File: src/hdl/srd_pkg.sv
// ---------------------------------------------------------------------------
// srd_pkg
// Shared types and constants for the segment reassembler with duplicate
// filtering.
// ---------------------------------------------------------------------------
package srd_pkg;

  localparam int SEG_BYTES = 9;
  localparam logic [2:0] FILLER_INDEX = 3'd7;

  localparam int IDX_W    = 3;
  localparam int HDR_W    = 5;
  localparam int START_W  = 48;
  localparam int WIN_W    = 32;
  localparam int SIZE_W   = 6;
  localparam int POS_W    = 6;
  localparam int ADDR_W   = 7;
  localparam int CFG_IDX_W = 2;
  localparam int CFG_DATA_W = 32;

  // register indexes of the configuration port
  localparam logic [CFG_IDX_W-1:0] CFG_SIG_SIZE  = 2'd0;
  localparam logic [CFG_IDX_W-1:0] CFG_TEXT_SIZE = 2'd1;
  localparam logic [CFG_IDX_W-1:0] CFG_DUP_WIN   = 2'd2;

  localparam logic [SIZE_W-1:0] SIZE_RESET = 6'd9;

  typedef struct packed {
    logic               is_text;
    logic [IDX_W-1:0]   index;
    logic               last;
    logic [63:0]        head;
    logic [7:0]         tail;
    logic [START_W-1:0] start;
  } seg_t;

  typedef struct packed {
    logic cmp;  // compare the held segment against the reference
    logic upd;  // take the held segment as the new reference
  } dedup_ctl_t;

endpackage

File: src/hdl/srd_dedup.sv
// ---------------------------------------------------------------------------
// srd_dedup
// Reference segment store and registered duplicate comparison.
// ---------------------------------------------------------------------------
module srd_dedup (
  input  logic                           clk,
  input  logic                           rst_n,
  input  srd_pkg::dedup_ctl_t            ctl,
  input  srd_pkg::seg_t                  seg,
  input  logic [srd_pkg::WIN_W-1:0]      dup_window,
  output logic                           is_dup
);

  logic                              have_prev_r;
  logic [srd_pkg::HDR_W-1:0]         prev_hdr_r;
  logic [63:0]                       prev_head_r;
  logic [7:0]                        prev_tail_r;
  logic [srd_pkg::START_W-1:0]       prev_start_r;
  logic                              eq_r;
  logic [srd_pkg::START_W-1:0]       dist_r;
  logic [srd_pkg::HDR_W-1:0]         hdr;
  logic [srd_pkg::START_W-1:0]       dist_nxt;

  assign hdr = {seg.is_text, seg.index, seg.last};

  always_comb begin
    if (seg.start >= prev_start_r) begin
      dist_nxt = seg.start - prev_start_r;
    end else begin
      dist_nxt = prev_start_r - seg.start;
    end
  end

  always_ff @(posedge clk) begin
    if (!rst_n) begin
      have_prev_r <= 1'b0;
    end else if (ctl.upd) begin
      have_prev_r <= 1'b1;
    end
  end

  always_ff @(posedge clk) begin
    if (ctl.upd) begin
      prev_hdr_r   <= hdr;
      prev_head_r  <= seg.head;
      prev_tail_r  <= seg.tail;
      prev_start_r <= seg.start;
    end
    if (ctl.cmp) begin
      eq_r   <= have_prev_r && (hdr == prev_hdr_r) && (seg.head == prev_head_r)
                && (seg.tail == prev_tail_r);
      dist_r <= dist_nxt;
    end
  end

  assign is_dup = eq_r && (dist_r <= {{(srd_pkg::START_W - srd_pkg::WIN_W){1'b0}}, dup_window});

endmodule

File: src/hdl/srd_buf.sv
// ---------------------------------------------------------------------------
// srd_buf
// Burst byte store: 64 bytes per channel, one write and one registered read
// per cycle.
// ---------------------------------------------------------------------------
module srd_buf (
  input  logic                        clk,
  input  logic                        we,
  input  logic [srd_pkg::ADDR_W-1:0]  waddr,
  input  logic [7:0]                  wdata,
  input  logic                        re,
  input  logic [srd_pkg::ADDR_W-1:0]  raddr,
  output logic [7:0]                  rdata
);

  logic [7:0] mem [2**srd_pkg::ADDR_W];
  logic [7:0] rdata_r;

  always_ff @(posedge clk) begin
    if (we) begin
      mem[waddr] <= wdata;
    end
  end

  // hold the last read while no new read is issued
  always_ff @(posedge clk) begin
    if (re) begin
      rdata_r <= mem[raddr];
    end
  end

  assign rdata = rdata_r;

endmodule

File: src/hdl/segment_reassembler_dedup_top.sv
// Sequence: an accepted beat is compared (S_CMP) and decided (S_DEC); a stored
//   segment is then written to the buffer one byte at a time (S_WR), and a last
//   segment of nonzero size has each burst byte read (S_RD) and loaded (S_LOAD).
// Flow: a beat is taken only in S_IDLE, after the previous one and any burst it
//   releases are done; output stalls hold S_LOAD; the byte store read is registered.
// Reset: synchronous, active low; clears control, channel state and the
//   reference flag, sizes return to 9 and the window to 0. No clearing pass.
// ---------------------------------------------------------------------------
// segment_reassembler_dedup_top
// Drops repeated segments, reassembles text and signalling bursts in a
// byte store and emits each completed burst at its configured length.
// ---------------------------------------------------------------------------
module segment_reassembler_dedup_top (
  input  logic                             clk,
  input  logic                             rst_n,
  // segment input
  input  logic                             in_valid,
  output logic                             in_ready,
  input  logic                             in_seg_is_text,
  input  logic [2:0]                       in_seg_index,
  input  logic                             in_seg_last,
  input  logic [63:0]                      in_seg_bytes_head,
  input  logic [7:0]                       in_seg_byte_tail,
  input  logic [47:0]                      in_start_sample,
  // burst byte output
  output logic                             out_valid,
  input  logic                             out_ready,
  output logic [7:0]                       out_burst_byte,
  output logic                             out_burst_is_text,
  output logic                             out_burst_end,
  // configuration writes
  input  logic                             cfg_valid,
  output logic                             cfg_ready,
  input  logic [srd_pkg::CFG_IDX_W-1:0]    cfg_index,
  input  logic [srd_pkg::CFG_DATA_W-1:0]   cfg_data
);

  // sequencer codes
  localparam logic [2:0] S_IDLE = 3'd0;  // wait for a segment beat
  localparam logic [2:0] S_CMP  = 3'd1;  // register equality and distance
  localparam logic [2:0] S_DEC  = 3'd2;  // duplicate, filler and sequence decision
  localparam logic [2:0] S_WR   = 3'd3;  // write the nine bytes, one a cycle
  localparam logic [2:0] S_RD   = 3'd4;  // issue a buffer read for byte k
  localparam logic [2:0] S_LOAD = 3'd5;  // move byte k into the output register

  logic [2:0]                   state_r, state_nxt;
  srd_pkg::seg_t                seg_r;
  logic [srd_pkg::SIZE_W-1:0]   sig_size_r, text_size_r;
  logic [srd_pkg::WIN_W-1:0]    dup_win_r;
  logic [1:0]                   active_r;
  logic [srd_pkg::IDX_W-1:0]    next_idx_r [2];
  logic [3:0]                   j_r;          // byte within the segment being written
  logic [srd_pkg::POS_W-1:0]    k_r;          // burst byte being emitted
  logic [srd_pkg::POS_W-1:0]    cnt_r;        // stored bytes of the burst
  logic [srd_pkg::SIZE_W-1:0]   size_r;       // bytes to emit
  logic                         out_valid_r;
  logic [7:0]                   out_byte_r;
  logic                         out_text_r;
  logic                         out_end_r;

  srd_pkg::dedup_ctl_t          dd_ctl;
  logic                         is_dup;
  logic                         in_fire;
  logic                         ch;
  logic                         in_seq;
  logic                         wr_done;
  logic                         out_free;
  logic                         emit_end;
  logic [7:0]                   head_bytes [8];
  logic [7:0]                   wbyte;
  logic [srd_pkg::POS_W-1:0]    wpos;
  logic [srd_pkg::IDX_W:0]      idx_inc;
  logic [srd_pkg::POS_W-1:0]    cnt_nxt;
  logic [srd_pkg::SIZE_W-1:0]   chan_size;
  logic                         mem_re;
  logic [7:0]                   mem_rdata;

  assign in_ready  = (state_r == S_IDLE);
  assign in_fire   = in_valid && in_ready;
  assign cfg_ready = 1'b1;
  assign ch        = seg_r.is_text;

  // hold the beat for the whole of its processing
  always_ff @(posedge clk) begin
    if (in_fire) begin
      seg_r <= '{is_text: in_seg_is_text, index: in_seg_index, last: in_seg_last,
                 head: in_seg_bytes_head, tail: in_seg_byte_tail,
                 start: in_start_sample};
    end
  end

  // configuration registers
  always_ff @(posedge clk) begin
    if (!rst_n) begin
      sig_size_r  <= srd_pkg::SIZE_RESET;
      text_size_r <= srd_pkg::SIZE_RESET;
      dup_win_r   <= '0;
    end else if (cfg_valid && cfg_ready) begin
      unique case (cfg_index)
        srd_pkg::CFG_SIG_SIZE:  sig_size_r  <= cfg_data[srd_pkg::SIZE_W-1:0];
        srd_pkg::CFG_TEXT_SIZE: text_size_r <= cfg_data[srd_pkg::SIZE_W-1:0];
        srd_pkg::CFG_DUP_WIN:   dup_win_r   <= cfg_data[srd_pkg::WIN_W-1:0];
        default: ;
      endcase
    end
  end

  // duplicate filter: compare in S_CMP, take the new reference in S_DEC
  assign dd_ctl.cmp = (state_r == S_CMP);
  assign dd_ctl.upd = (state_r == S_DEC) && !is_dup;

  srd_dedup u_dedup (
    .clk        (clk),
    .rst_n      (rst_n),
    .ctl        (dd_ctl),
    .seg        (seg_r),
    .dup_window (dup_win_r),
    .is_dup     (is_dup)
  );

  // a continuing segment must match the channel's expected index
  assign in_seq = active_r[ch] && (seg_r.index == next_idx_r[ch]);

  // byte 0 sits in the top bits of the head
  always_comb begin
    for (int b = 0; b < 8; b++) begin
      head_bytes[b] = seg_r.head[8*(7-b) +: 8];
    end
  end
  assign wbyte = (j_r == 4'(srd_pkg::SEG_BYTES - 1)) ? seg_r.tail : head_bytes[j_r[2:0]];

  // write position index*9 + j, never beyond 62
  assign wpos    = {seg_r.index, 3'b000} + {3'b000, seg_r.index} + {2'b00, j_r};
  assign wr_done = (j_r == 4'(srd_pkg::SEG_BYTES - 1));
  assign idx_inc = {1'b0, seg_r.index} + 4'd1;
  assign cnt_nxt = {idx_inc[2:0], 3'b000} + {3'b000, idx_inc[2:0]};
  assign chan_size = ch ? text_size_r : sig_size_r;

  // output register: free when empty or being taken this cycle
  assign out_free = !out_valid_r || out_ready;
  assign emit_end = ({1'b0, k_r} + 7'd1) == {1'b0, size_r};
  assign mem_re   = (state_r == S_RD);

  srd_buf u_buf (
    .clk   (clk),
    .we    (state_r == S_WR),
    .waddr ({ch, wpos}),
    .wdata (wbyte),
    .re    (mem_re),
    .raddr ({ch, k_r}),
    .rdata (mem_rdata)
  );

  always_comb begin
    state_nxt = state_r;
    unique case (state_r)
      S_IDLE: begin
        if (in_fire) state_nxt = S_CMP;
      end
      S_CMP: state_nxt = S_DEC;
      S_DEC: begin
        if (is_dup || seg_r.index == srd_pkg::FILLER_INDEX) begin
          state_nxt = S_IDLE;
        end else if (seg_r.index == '0 || in_seq) begin
          state_nxt = S_WR;
        end else begin
          state_nxt = S_IDLE;
        end
      end
      S_WR: begin
        if (wr_done) begin
          state_nxt = (seg_r.last && chan_size != '0) ? S_RD : S_IDLE;
        end
      end
      S_RD: state_nxt = S_LOAD;
      S_LOAD: begin
        if (out_free) state_nxt = emit_end ? S_IDLE : S_RD;
      end
      default: state_nxt = S_IDLE;
    endcase
  end

  always_ff @(posedge clk) begin
    if (!rst_n) begin
      state_r       <= S_IDLE;
      active_r      <= '0;
      next_idx_r[0] <= '0;
      next_idx_r[1] <= '0;
      out_valid_r   <= 1'b0;
      j_r           <= '0;
      k_r           <= '0;
    end else begin
      state_r <= state_nxt;

      // channel bookkeeping: restart, advance or drop the partial burst
      if (state_r == S_DEC && !is_dup && seg_r.index != srd_pkg::FILLER_INDEX) begin
        if (seg_r.index == '0 || in_seq) begin
          active_r[ch]   <= 1'b1;
          next_idx_r[ch] <= idx_inc[srd_pkg::IDX_W-1:0];
        end else begin
          active_r[ch]   <= 1'b0;
          next_idx_r[ch] <= '0;
        end
      end
      // a last segment closes the channel once its bytes are stored
      if (state_r == S_WR && wr_done && seg_r.last) begin
        active_r[ch]   <= 1'b0;
        next_idx_r[ch] <= '0;
      end

      if (state_r == S_DEC) begin
        j_r <= '0;
      end else if (state_r == S_WR) begin
        j_r <= j_r + 4'd1;
      end

      if (state_r == S_WR) begin
        k_r <= '0;
      end else if (state_r == S_LOAD && out_free) begin
        k_r <= k_r + 6'd1;
      end

      // output beat valid: set on load, drop once taken
      if (state_r == S_LOAD && out_free) begin
        out_valid_r <= 1'b1;
      end else if (out_ready) begin
        out_valid_r <= 1'b0;
      end
    end
  end

  always_ff @(posedge clk) begin
    if (state_r == S_WR && wr_done) begin
      cnt_r  <= cnt_nxt;
      size_r <= chan_size;
    end
    // positions past the stored bytes pad with zero
    if (state_r == S_LOAD && out_free) begin
      out_byte_r <= (k_r < cnt_r) ? mem_rdata : 8'd0;
      out_text_r <= ch;
      out_end_r  <= emit_end;
    end
  end

  assign out_valid         = out_valid_r;
  assign out_burst_byte    = out_byte_r;
  assign out_burst_is_text = out_text_r;
  assign out_burst_end     = out_end_r;

endmodule

File: config.mk
export PLATFORM = sky130hd
export DESIGN_NAME = segment_reassembler_dedup_top
export DESIGN_NICKNAME = d
export VERILOG_FILES = /design/src/hdl/srd_pkg.sv /design/src/hdl/srd_dedup.sv /design/src/hdl/srd_buf.sv /design/src/hdl/segment_reassembler_dedup_top.sv
export SDC_FILE = /design/constraint.sdc
export NUM_CORES = 2
export LEC_CHECK = 0
export BUFFER_PORTS_ARGS = -buffer_cell sky130_fd_sc_hd__buf_2
export CAP_MARGIN = 5
export CORE_ASPECT_RATIO = 0.7
export CORE_MARGIN = 2
export CORE_UTILIZATION = 31
export DETAILED_ROUTE_END_ITERATION = 8
export PLACE_DENSITY = 0.45
export SKIP_CTS_REPAIR_TIMING = 1
export SYNTH_ARGS = -nofsm -noshare
export SYNTH_HDL_FRONTEND = slang
export SYNTH_SLANG_ARGS = --single-unit
File: constraint.sdc
create_clock -name clk -period 13.2 [get_ports clk]
set_input_delay 1.32 -clock clk [delete_from_list [all_inputs] [get_ports clk]]
set_output_delay 1.32 -clock clk [all_outputs]
set_load 0.01 [all_outputs]
# Word-level counts from Yosys, hierarchy flattened
# Memories as Yosys holds them, arrays and structs flattened. A register that Yosys moved wholly into a read port is not among the register bits.
# Cells that the tools add are included.
# Widths: inputs -> output; s select.
op_classes:
  n_addsub: 9
  order_cmp: 6
  n_eq_ne: 18
  n_mux: 44
  bitwise_logic: 8
  n_reduce_logical: 30
op_table:
  columns: ["cell", "count"]
  rows:
  - ["$sub 48x48->48", 2]
  - ["$eq 64x64->1", 1]
  - ["$ge 48x48->1", 1]
  - ["$le 48x32->1", 1]
  - ["$mux 48", 1]
  - ["$bmux 8 s3", 1]
  - ["$mux 3", 8]
  - ["$mux 8", 3]
  - ["$mux 1", 22]
  - ["$pmux 3 s6", 1]
  - ["$logic_and 1x1->1", 13]
  - ["$add 6x3->6", 2]
  - ["$mux 2", 6]
  - ["$eq 3x3->1 const B", 3]
  - ["$eq 8x8->1", 1]
  - ["$add 6x1->7 const B", 1]
  - ["$eq 7x6->1", 1]
  - ["$add 6x1->6 const B", 1]
  - ["$add 6x4->6", 1]
  - ["$eq 3x2->1 const B", 2]
  - ["$logic_not 3->1", 2]
  - ["$lt 6x6->1", 1]
  - ["$mux 6", 1]
  - ["$reduce_and 2->1", 3]
  - ["29 further kinds", 36]
totals:
  reg_bits: 382
  ram_bits: 1030
  in_bits: 164
  memories: 2
mem_list:
  columns: ["memory", "depth", "word_bits", "rd", "rd_clocked_by_memory_dff", "write_ports", "line", "text"]
  rows:
  - ["u_buf.mem", 128, 8, 1, 1, 1, "srd_buf.sv:16", "logic [7:0] mem [2**srd_pkg::ADDR_W];"]
  - ["next_idx_r", 2, 3, 1, 1, 2, "segment_reassembler_dedup_top.sv:51", "logic [srd_pkg::IDX_W-1:0] next_idx_r [2];"]

# Logic depth before layout (Yosys ltp)
depth:
  word_depth: 12
  mapped_depth: 15
  mapped_depth_nobuf: 12

# By module
# Synthesis repeated with hierarchy kept, for this count alone.
hier_totals:
  hier_cells: 3471
  hier_area_um2: 60310.3
by_module_without_submodules:
  columns: ["mod", "n_inst", "cells_per_inst", "area_per_inst_um2", "seq_area_each_um2"]
  rows:
  - ["srd_buf", 1, 1635, 39745.6, 30989.7]
  - ["srd_dedup", 1, 1236, 12273.0, 5245.0]
  - ["segment_reassembler_dedup_top", 1, 600, 8291.7, 5725.5]

# Worst setup path before layout
# No wires, ideal clock.
synth_path:
  path_type: "register to register"
  from: "reg u_dedup.dist_r[29] (netlist bit)"
  to: "reg u_dedup.prev_hdr_r[0] (netlist bit), enable pin"
  arrival_ns: 10.025
  t_required_ns: 12.436
  path_slack_ns: 2.411
  stages_incl_launch_ff: 7
  path_buffers: 0
  period_less_slack_ns: 10.789
  cell_sequence: "edfxtp_1 > ha_1 > nand4_1 > or2_2 > nor4_1 > a31oi_1 > nor3_1"
synth_between:
  elab_chain_cells: 4
synth_rtl:
  columns: ["item", "line", "text"]
  rows:
  - ["start: declaration", "srd_dedup.sv:20", "logic [srd_pkg::START_W-1:0] dist_r;"]
  - ["start signal: assignment", "srd_dedup.sv:52", "dist_r <= dist_nxt;"]
  - ["$le 48x32->1", "srd_dedup.sv:56", "assign is_dup = eq_r && (dist_r <= {{(srd_pkg::START_W - srd_pkg::WIN_W){1'b0}}, dup_window});"]
  - ["$logic_and 1x1->1", "srd_dedup.sv:56", null]
  - ["$logic_not 1->1", "segment_reassembler_dedup_top.sv:110", "assign dd_ctl.upd = (state_r == S_DEC) && !is_dup;"]
  - ["$logic_and 1x1->1", "segment_reassembler_dedup_top.sv:110", null]
  - ["end signal: assignment", "srd_dedup.sv:44", "prev_hdr_r <= hdr;"]
  - ["end: declaration", "srd_dedup.sv:15", "logic [srd_pkg::HDR_W-1:0] prev_hdr_r;"]
# Every way passes these cells.
# A chain may end at the register's enable or synchronous reset.

# Worst setup path after layout
layout_path:
  from: "reg seg_r[15] (netlist bit)"
  to: "reg u_dedup.dist_r[36] (netlist bit), data pin"
layout_between:
  elab_chain_cells: 2
layout_rtl:
  columns: ["item", "line", "text"]
  rows:
  - ["start: declaration", "segment_reassembler_dedup_top.sv:47", "srd_pkg::seg_t seg_r;"]
  - ["start signal: assignment", "segment_reassembler_dedup_top.sv:86", "seg_r <= '{is_text: in_seg_is_text, index: in_seg_index, last: in_seg_last,"]
  - ["$sub 48x48->48 (tied with other cells)", "srd_dedup.sv:30", "dist_nxt = prev_start_r - seg.start;"]
  - ["$mux 48 (*)", "srd_dedup.sv:27", "if (seg.start >= prev_start_r) begin"]
  - ["named net u_dedup.dist_nxt, one bit", "srd_dedup.sv:22", "logic [srd_pkg::START_W-1:0] dist_nxt;"]
# The timed path passes the listed nets; every way through them passes the cells marked *.

==> impl_results.md <==
* Status: finished clean
* DRT Pass-1 Iters at 5
* Fillers at 18300
* Area grow syn2layout at 14.4%
* Mux share of post-synthesis cell area at 0.141
* Largest family of logic cells by synthesized area: multiplexers
* Final min period at 5.04 ns
* Synth area leader: edfxtp_1
* Clk buf depth at 3
* Core Area at 194000 um2
* Die area at 199000 um2
* # nets final at 4018
* Setup TNS at 0 ns
* CP Class: flop to flop
* R2r endpoint: u_dedup.dist_r[36]
* Most common cell in the netlist: edfxtp_1
* Final Skew at 0.0471 ns
* Slew Limit Fails at 0
* HP Start: dup_win_r[22]
* Synth Register Bits at 1418
* Largest stage delay, worst path at 0.97 ns
* Post-synth top area share at 0.673
* Syn Inst Count at 3467
* Initial cell density of the core at 0.312
* RSZ-0062 raised after global routing: false
* Main flop type after synthesis: edfxtp_1
* Register area share after synthesis at 0.694
* Post-synth EDFFs at 1356
* Number of global-route vias before repair at 32200
* GRT overflow at 0
* GP Congestion at 0.895
* Layout cell share with drive strength beyond 1 at 0.227
* Fraction of registers with async set/reset at 0
* PnR worst setup slack at 8.16 ns
* Worst hold path class: flop to flop
* Port Buffers at 175
* TritonCTS clock tree: yes
* Vias at 32500
* Top post-synthesis cells by area: edfxtp_1 (67%), mux4_2 (13%), ha_1 (2.9%)
* Antenna violations before repair at 10
* Reg2Reg Setup Slack at 8.16 ns
* Startpoint Class: flop
* DRC at 0
* Logic pwr share at 0.085
* Post-synthesis average cell area at 17.4 um2
* TritonCTS Buffers at 144
* Worst Path Arrival at 5.57 ns
* R2R cell count at 12
* H-tree levels at 4
* Crit path capture type: flop
* Syn nets at 3776
* Post-synthesis compound-gate area fraction at 0.0488
* Worst hold slack at 0.455 ns
* HPWL Detailed at 109 mm
* # IOs at 177
* Switching Fraction at 0.240
* Die H at 374 um
* CTS root buf: clkbuf_16
* Reg power frac at 0.509
* Routed Antenna Nets at 0
* Mapped cell area at 60500 um2
* Slew @ Worst Pin at 1.36 ns
* Reg2reg start: seg_r[15]
* CP max-delay cell: a31oi_1
* Post-synthesis simple-gate area fraction at 0.0437
* Int Power at 7.78 mW
* Post-Synth Adder-Cell Area at 0.0304
* DRT Wirelength at 166 mm
* Dpl ws at 8.14 ns
* Share of total power in the clock network at 0.406
* DIE WIDTH at 532 um
* Final instance area at 69200 um2
* Initial detailed-routing violation count at 3388
* Clk sinks at 1418
* Setup violators final at 0
* Worst vdd ir at 0.125 mV
* Most common library cells after synthesis: edfxtp_1 (1356), mux4_2 (352), nor2_1 (216)
* Synth unique cells at 94
* YS warnings at 0
* First-pass GRT wire length at 238 mm
* Maximum clock frequency at 198 MHz
* P_sw at 2.46 mW
* Worst-path clk slew at 0.06 ns
* Cell Pwr Density at 148 nW/um2
* Critical Path Fanout Max at 44
* Tcrit/Tclk final at 0.382
* Hold Crit Depth at 2
* Crit-path cells: inv_1 > ha_1 > nand4_1 > a211o_1 > a31oi_1 > o21ai_2 > nand3_2 > buf_4 > mux2i_1 > o311ai_2 > nand2_1 > xnor2_1
* Drt wl/cell at 25.8 um
* Area after DPL at 64500 um2
* Leak Pwr at 22.3 nW
* Synth Area in XOR/XNOR at 0.0165
* Max_cap viols at 0
* Worst Path Required at 13.73 ns
* Via density at 5.06
* Endpoints failing hold at 0
* Hold EP: dup_win_r[22]
* Skew-Pair Late Insertion Delay at 0.80 ns
* Largest net degree at the start of global routing at 103
* Worst slew margin at 0.0898
* All-Layer GR Usage at 0.164
* Rows at 135
==> critical path, delay by kind of cell (launching register included) <==
kind            cells  cell delay [ns]
compound gates      4             2.27
simple gates        3             0.60
buf+inv             2             0.59
fa+ha+maj           1             0.51
flops               1             0.37
mux                 1             0.24
xor+xnor            1             0.17
==> cell usage in the layout, fill, tap and decap left out, drive strengths merged, types with 20 or more instances in the layout <==
master / n
a21o: 51
a21oi: 173
buf: 252
clkbuf: 190
clkinv: 42
dfxtp: 62
edfxtp: 1356
ha: 142
inv: 195
mux2i: 40
mux4: 352
nand2: 170
nand4: 41
nor2: 216
nor3: 25
nor4: 29
o21ai: 83
o21bai: 20
xnor2: 67
xor2: 47
==> cell families (layout without fill, tap and decap cells) <==
kind of cell	count (synthesis)	count (layout)
flops	1418	1418
mux	411	411
compound gates	466	466
fa+ha+maj	145	145
other cells	1	3
buf+inv	342	695
simple gates	570	570
xor+xnor	114	114
==> routing by layer <==
metal | vias to the layer above | GRT usage | wire [um] | share of wire
met4 | 4 | 0.0366 | 2830 | 0.017
li1 | 14200 | - | - | -
met5 | - | 0 | 21 | 0.00013
met3 | 196 | 0.0402 | 12300 | 0.074
met1 | 17000 | 0.263 | 83500 | 0.50
met2 | 1093 | 0.221 | 67300 | 0.41
==> final cells by class <==
| class | count | area (um2) | area share |
|---|---|---|---|
| Tap cell | 2603 | 3260 | 0.0471 |
| Inverter | 186 | 698 | 0.0101 |
| Sequential cell | 1418 | 42000 | 0.607 |
| Antenna cell | 2 | 5.00 | 0.0000724 |
| Clock buffer | 190 | 3890 | 0.0562 |
| Multi-Input combinational cell | 1707 | 17100 | 0.247 |
| Timing Repair Buffer | 252 | 1470 | 0.0212 |
| Clock inverter | 67 | 790 | 0.0114 |
==> flip-flops by register name (all words and copies together), names as in the netlist, 6 cells and up, named ones only <==
register              count
u_dedup.dist_r           48
next_idx_r                6
seg_r                    60
sig_size_r                6
out_burst_byte            8
size_r                    6
u_dedup.prev_head_r      64
text_size_r               6
u_buf.mem              1024
u_buf.rdata               8
u_dedup.prev_tail_r       8
k_r                       6
dup_win_r                32
head_bytes               64
u_dedup.prev_start_r     48
==> through the flow <==
| step | power, mW | utilization | cells |
|---|---|---|---|
| final | 10.2 | 0.357 | 6425 |
| after global routing | 10.6 | 0.357 | 6425 |
| after floorplan | 5.90 | - | 3467 |
| after detailed placement | 6.17 | 0.333 | 6166 |
| after global placement | 6.17 | 0.333 | 6166 |
| after CTS | 10.4 | 0.357 | 6423 |
==> power groups by stage <==
| stage | combinational (mW) | sequential [mW] | clock (mW) |
|---|---|---|---|
| floorplan | 0.571 | 5.33 | 0 |
| global placement | 0.863 | 5.31 | 0 |
| detailed placement | 0.865 | 5.31 | 0 |
| CTS | 0.869 | 5.21 | 4.27 |
| global route | 0.954 | 5.22 | 4.43 |
| finish | 0.870 | 5.21 | 4.15 |
==> worst max path at each step <==
stage / from / to / slack [ns]
final: seg_r[15] / u_dedup.dist_r[36] / 8.16
after global routing: k_r[0] / u_buf.rdata[0] / 7.97
after global placement: k_r[0] / u_buf.rdata[0] / 8.18
after floorplan: u_dedup.dist_r[29] / u_dedup.prev_hdr_r[0] / 2.41
after CTS: k_r[0] / u_buf.rdata[0] / 8.12
after detailed placement: k_r[0] / u_buf.rdata[0] / 8.14
Power figures use the tool's default switching activity.
